<file path="config.mk">
export PLATFORM = sky130hd
export DESIGN_NAME = dfpd_ctrl
export DESIGN_NICKNAME = d
export VERILOG_FILES = /design/src/sv/dfpd_pkg.sv /design/src/sv/dfpd_ctrl.sv
export VERILOG_INCLUDE_DIRS = /design/src /design/src/sv
export SDC_FILE = /design/constraint.sdc
export NUM_CORES = 1
export LEC_CHECK = 0
export BUFFER_PORTS_ARGS = -buffer_cell sky130_fd_sc_hd__buf_2
export CELL_PAD_IN_SITES_DETAIL_PLACEMENT = 0
export CELL_PAD_IN_SITES_GLOBAL_PLACEMENT = 2
export CORE_MARGIN = 2
export CORE_UTILIZATION = 27
export DETAILED_ROUTE_END_ITERATION = 16
export GPL_ROUTABILITY_DRIVEN = 0
export PLACE_DENSITY = 0.88
export SYNTH_ARGS = -nofsm -noshare
export SYNTH_HDL_FRONTEND = slang
export SYNTH_SLANG_ARGS = --single-unit
</file>
<file path="constraint.sdc">
create_clock -name clk -period 2.7 [get_ports clk]
set_input_delay 0.54 -clock clk [delete_from_list [all_inputs] [get_ports clk]]
set_output_delay 0.54 -clock clk [all_outputs]
set_load 0.005 [all_outputs]
</file>
<file path="src/sv/doppler_fft_peak_detector_defines.svh">
// Assertion macros of the Doppler FFT peak detector, used by the sequencer.
`ifndef DOPPLER_FFT_PEAK_DETECTOR_DEFINES_SVH
`define DOPPLER_FFT_PEAK_DETECTOR_DEFINES_SVH

// Check that cons holds in the same cycle as ante.
`define DFPD_ASSERT_NOW(label, clk, rst, ante, cons) \
  label: assert property (@(posedge clk) disable iff (rst) (ante) |-> (cons)) \
    else $error("dfpd: assertion failed");

// Check that cons holds in the cycle after ante.
`define DFPD_ASSERT_NEXT(label, clk, rst, ante, cons) \
  label: assert property (@(posedge clk) disable iff (rst) (ante) |=> (cons)) \
    else $error("dfpd: assertion failed");

`endif

</file>
<file path="src/sv/dfpd_pkg.sv">
// Shared types, constants and the twiddle table generator of the Doppler peak detector.
package dfpd_pkg;

  localparam int MAX_FFT_POINTS_DEF = 256;
  localparam int RANGE_BINS_DEF     = 2048;
  localparam logic [3:0] FFT_LOG2_RESET = 4'd3;
  localparam int FFT_LOG2_MIN       = 2;
  localparam longint unsigned PI_Q28 = 64'd843314856;

  // Datapath operations commanded by the controller states
  typedef enum logic [3:0] {
    OP_IDLE,
    OP_CLEAR,
    OP_STORE,
    OP_LOAD_RD,
    OP_LOAD_WR,
    OP_BF_RD,
    OP_BF_MUL,
    OP_BF_SUM,
    OP_BF_WR_I,
    OP_BF_WR_P,
    OP_PW_RD,
    OP_PW_MUL,
    OP_PW_CMP,
    OP_SQ_INIT,
    OP_SQ_STEP,
    OP_OUT
  } dp_op_t;

  typedef enum logic [3:0] {
    ST_CLEAR,
    ST_IDLE,
    ST_LOAD_RD,
    ST_LOAD_WR,
    ST_BF_RD,
    ST_BF_MUL,
    ST_BF_SUM,
    ST_BF_WR_I,
    ST_BF_WR_P,
    ST_PW_RD,
    ST_PW_MUL,
    ST_PW_CMP,
    ST_SQ_INIT,
    ST_SQ_STEP,
    ST_OUT
  } ctrl_state_t;

  typedef struct packed {
    dp_op_t op;
  } dp_cmd_t;

  typedef struct packed {
    logic clr_last;    // last history address in the clearing pass
    logic fft_due;     // the current pulse is a transform pulse
    logic load_last;   // index at the last point
    logic bf_last;     // index at the last butterfly of a stage
    logic stage_last;  // stage counter at the last stage
    logic sqrt_last;   // last root step
    logic out_free;    // output register can take a result
  } dp_stat_t;

  // Q1.15 cosine of 2*pi*k/2^lg_m, from a fixed-point Taylor series
  function automatic logic [16:0] cos_q15(input int unsigned k, input int unsigned lg_m);
    longint unsigned th;
    longint unsigned x2;
    longint unsigned term;
    longint          sum;
    int unsigned     n;
    th   = (64'd2 * PI_Q28 * k) >> lg_m;
    x2   = (th * th) >> 28;
    sum  = 64'sd1 <<< 28;
    term = 64'd1 << 28;
    for (n = 1; n <= 12; n++) begin
      term = ((term * x2) >> 28) / 64'((2 * n - 1) * (2 * n));
      if (n[0]) begin
        sum = sum - longint'(term);
      end else begin
        sum = sum + longint'(term);
      end
    end
    if (sum < 0) begin
      sum = 0;
    end
    return 17'((sum + 4096) >>> 13);
  endfunction

endpackage

</file>
<file path="src/sv/dfpd_ctrl.sv">
// Sequencer of the Doppler peak detector: clear, store, load, butterflies, peak search, root, output.
`include "doppler_fft_peak_detector_defines.svh"
module dfpd_ctrl (
  input  logic               clk,
  input  logic               rst,
  input  logic               s_tvalid,
  output logic               s_tready,
  input  dfpd_pkg::dp_stat_t stat,
  output dfpd_pkg::dp_cmd_t  cmd
);
  import dfpd_pkg::*;

  ctrl_state_t state, state_next;

  // State register
  always_ff @(posedge clk) begin
    if (rst) begin
      state <= ST_CLEAR;
    end else begin
      state <= state_next;
    end
  end

  // Next state and datapath command
  always_comb begin
    state_next = state;
    cmd.op     = OP_IDLE;
    s_tready   = 1'b0;
    case (state)
      ST_CLEAR: begin
        cmd.op = OP_CLEAR;
        if (stat.clr_last) state_next = ST_IDLE;
      end
      ST_IDLE: begin
        s_tready = 1'b1;
        if (s_tvalid) begin
          cmd.op = OP_STORE;
          if (stat.fft_due) state_next = ST_LOAD_RD;
        end
      end
      ST_LOAD_RD: begin
        cmd.op     = OP_LOAD_RD;
        state_next = ST_LOAD_WR;
      end
      ST_LOAD_WR: begin
        cmd.op     = OP_LOAD_WR;
        state_next = stat.load_last ? ST_BF_RD : ST_LOAD_RD;
      end
      ST_BF_RD: begin
        cmd.op     = OP_BF_RD;
        state_next = ST_BF_MUL;
      end
      ST_BF_MUL: begin
        cmd.op     = OP_BF_MUL;
        state_next = ST_BF_SUM;
      end
      ST_BF_SUM: begin
        cmd.op     = OP_BF_SUM;
        state_next = ST_BF_WR_I;
      end
      ST_BF_WR_I: begin
        cmd.op     = OP_BF_WR_I;
        state_next = ST_BF_WR_P;
      end
      ST_BF_WR_P: begin
        cmd.op     = OP_BF_WR_P;
        state_next = (stat.bf_last && stat.stage_last) ? ST_PW_RD : ST_BF_RD;
      end
      ST_PW_RD: begin
        cmd.op     = OP_PW_RD;
        state_next = ST_PW_MUL;
      end
      ST_PW_MUL: begin
        cmd.op     = OP_PW_MUL;
        state_next = ST_PW_CMP;
      end
      ST_PW_CMP: begin
        cmd.op     = OP_PW_CMP;
        state_next = stat.load_last ? ST_SQ_INIT : ST_PW_RD;
      end
      ST_SQ_INIT: begin
        cmd.op     = OP_SQ_INIT;
        state_next = ST_SQ_STEP;
      end
      ST_SQ_STEP: begin
        cmd.op = OP_SQ_STEP;
        if (stat.sqrt_last) state_next = ST_OUT;
      end
      ST_OUT: begin
        if (stat.out_free) begin
          cmd.op     = OP_OUT;
          state_next = ST_IDLE;
        end
      end
      default: begin
        state_next = ST_IDLE;
      end
    endcase
  end

  `DFPD_ASSERT_NEXT(a_fft_start, clk, rst, state == ST_IDLE && s_tvalid && stat.fft_due, state == ST_LOAD_RD)
  `DFPD_ASSERT_NEXT(a_out_hold, clk, rst, state == ST_OUT && !stat.out_free, state == ST_OUT)
  `DFPD_ASSERT_NEXT(a_bf_done, clk, rst, state == ST_BF_WR_P && stat.bf_last && stat.stage_last, state == ST_PW_RD)

endmodule

</file>
==> results.cfg <==
[critical_path]
cp_max_fo = 15
r2r_setup_slack_ns = 1.10
crit_slowest_cell = dfxtp_1
rr_endpoint = state[0]
worstSetupStartpoint = state[2]
worstPathCellList = inv_1 -> nor2_1 -> a211o_1 -> nand2_1 -> buf_2
cp-end-kind = output pin
worstRegToRegCells = 4
worst_path_largest_cell_delay_ns = 0.64
endpoint = cmd[1]
r2r_start = state[0]
path_class = reg -> out
cp.required_ns = 2.16
arrival_ns = 1.54
start_kind = flip-flop

[final_layout]
fillers = 166
multi_input_area_um2 = 319.1
seq_area_um2 = 80.08
nets = 81
synthToLayoutAreaGrowth_pct = 19.27
diodes = 0
largest-register = state
top_regs = state x4
instances_no_fill = 85
largest_reg_flops = 4
drive_above_1_share_pct = 34.78
final_util_pct = 35.06

[outcome]
outcome = completed

[cts]
cts_made_buffers = 3
ctsResizeCount = 0
tritoncts = yes
post_cts_buffers = 0
ctsRootBufferMaster = clkbuf_4
h-tree-depth = 1
worstSkewPairLatency_ns = 0.23
cts_max_path_buffers = 2
hold_buffers = 0
clkSlewWorstSetupHoldPaths_ns = 0.04
cts_num_sinks = 4

[logic_synthesis]
synth-adder-area-share_pct = 0
mappedNetlistArea_um2 = 447.9
synth_cell_types = 35
synth_xor_area_share_pct = 0
syn_inst = 57
yosys_warnings = 0
syn_nets = 67
synth_compound_area_share_pct = 46.09
synth_simple_gate_area_share_pct = 25.14
synth_seq_cells = 4
ys_seq_area_share_pct = 17.88
synth_mux_area_share_pct = 0
avgSynthCellArea_um2 = 7.858
synth_top_family_by_area = compound AO/OA/AOI/OAI gates

[sta]
max_clock_freq_mhz = 481.2
post-route-min-period_ns = 2.078
tightest_slew_ns = 0.6149
fin_skew_ns = 0.002927
finalCritPeriodShare_pct = 76.97
relSlewSlack_pct = 58.95
fin_setup_tns_ns = 0
hold_viol = 0
rsz0062_at_grt = false
drv_slew = 0
setup_viol_count_final = 0
fin_ws_ns = 0.6219

[floorplan]
start_util_pct = 29.39
io_pins = 15
die_width_um = 44.73
core_mm2 = 0.001524
fp.dieArea_mm2 = 0.002001
fp-row-count = 14
die_y_um = 44.73

[placement]
place_inst = 82
place_hpwl_um = 778.3
dp_worst_setup_slack_ns = 0.8895
io_buffer_count = 14

[power_and_ir_drop]
p_per_area_mw_per_mm2 = 509.7
sw_frac_of_total_pct = 37.80
p_comb_share_pct = 37.2
pwr-share-clk_pct = 27.0
seqPwrFrac_pct = 35.8
leakage_nw = 0.2010
internal_power_w = 0.0001694
ir_worst_vdd_mv = 0.2494
p_switching_w = 0.0001029

[global_routing]
grt.total_usage_pct = 11.87
grt_pass1_vias = 363
use_met3_pct = 6.400
grt_pass1_wl_um = 1690
busiest_layer = met2
grt_use_met1_pct = 16.34
groute.layer.met2.usage_pct = 16.52
grt-ovfl-total = 0
antenna_found_initial = 0
grt_max_degree = 19

[min_path]
hp-class = in -> reg

[route]
vias_per_cell = 5.400
firstDrtPassIters = 4
drcViolationCount = 0
vias = 459
ant_nets = 0
drtIter0Drc = 4
wl_um = 1114
avgRoutedWirePerCell_um = 13.11

[flow_run]
cap_violations = 0
## metrics by stage
step	hold WS [ns]	power, W	cell area (um^2)
finish	0.5827	0.0002723	534.3
global route	0.5786	0.0002966	534.3
CTS	0.5712	0.0002767	534.3
detailed placement	0.7492	0.0001990	511.7
global placement	0.7406	0.0001996	511.7
floorplan	0.6353	0.0001756	447.9
## final cells by class
class / count / area share (%)
Sequential cell: 4 / 14.99
Inverter: 4 / 2.810
Tap cell: 16 / 3.747
Multi-Input combinational cell: 43 / 59.72
Clock buffer: 3 / 4.215
Timing Repair Buffer: 15 / 14.52
## cells in the mapped netlist (all sizes together)
library cell	number	area, um^2
a211o	1	8.760
a211oi	1	7.510
a21o	1	7.510
a21oi	2	10.01
a221oi	1	8.760
a22o	1	8.760
a31o	2	17.52
a31oi	4	25.02
buf	5	30.02
clkbuf	1	3.750
dfxtp	4	80.08
inv	4	15.01
nand2	4	15.01
nand3	4	25.02
nor2	1	3.750
nor2b	3	18.77
nor3	1	5.000
nor3b	3	38.79
nor4	1	6.260
o211ai	1	21.27
o21a	2	15.01
o21ai	4	20.01
o221ai	1	8.760
o22ai	1	6.260
o311ai	1	8.760
o31ai	1	7.510
o32ai	2	25.03
## worst max-delay path, delay by kind of cell (launching register included)
family                 cells  cell delay, ns
AO/OA/AOI/OAI              1            0.14
buffers and inverters      2            0.27
flip-flops                 1            0.64
AND/OR/NAND/NOR            2            0.24
## placed cells by master, fill, tap and decap left out, drive strengths merged
master   n
a211o    1
a211oi   1
a21o     1
a21oi    2
a221oi   1
a22o     1
a31o     2
a31oi    4
buf     15
clkbuf   3
dfxtp    4
inv      4
nand2    4
nand3    4
nor2     1
nor2b    3
nor3     1
nor3b    3
nor4     1
o211ai   1
o21a     2
o21ai    4
o221ai   1
o22ai    1
o311ai   1
o31ai    1
o32ai    2
## per-layer routing
layer  wire length (um)  part of all wire [%]  vias to the layer above
li1                   -                     -                      248
met1                586                    53                      200
met2                462                    41                       11
met3                 65                   5.8                        0
met4                  0                     0                        0
met5                  0                     0                        -
## cells by family after synthesis
| group | after synthesis |
|---|---|
| and+or+nand+nor | 17 |
| buffers and inverters | 10 |
| DFF | 4 |
| AOI/OAI and AO/OA | 26 |
## power by group through the flow
stage | Sequential (W) | Combinational [W] | Clock, W
2_1_floorplan | 0.0000697 | 0.000106 | 0
3_3_place_gp | 0.0000972 | 0.000102 | 0
3_5_place_dp | 0.0000985 | 0.000100 | 0
4_1_cts | 0.0000971 | 0.000102 | 0.0000779
5_1_grt | 0.000100 | 0.000114 | 0.0000825
6_report | 0.0000974 | 0.000101 | 0.0000736
## how the worst min path moves through the flow
stage	start	to	slack, ns	cells past startpoint
floorplan	rst	state[3]	0.64	1
global placement	state[1]	state[1]	0.74	2
CTS	rst	state[3]	0.57	2
detailed placement	state[1]	state[1]	0.75	2
global route	rst	state[3]	0.58	2
finish	rst	state[3]	0.58	2
(Power assumes the default switching activity.)
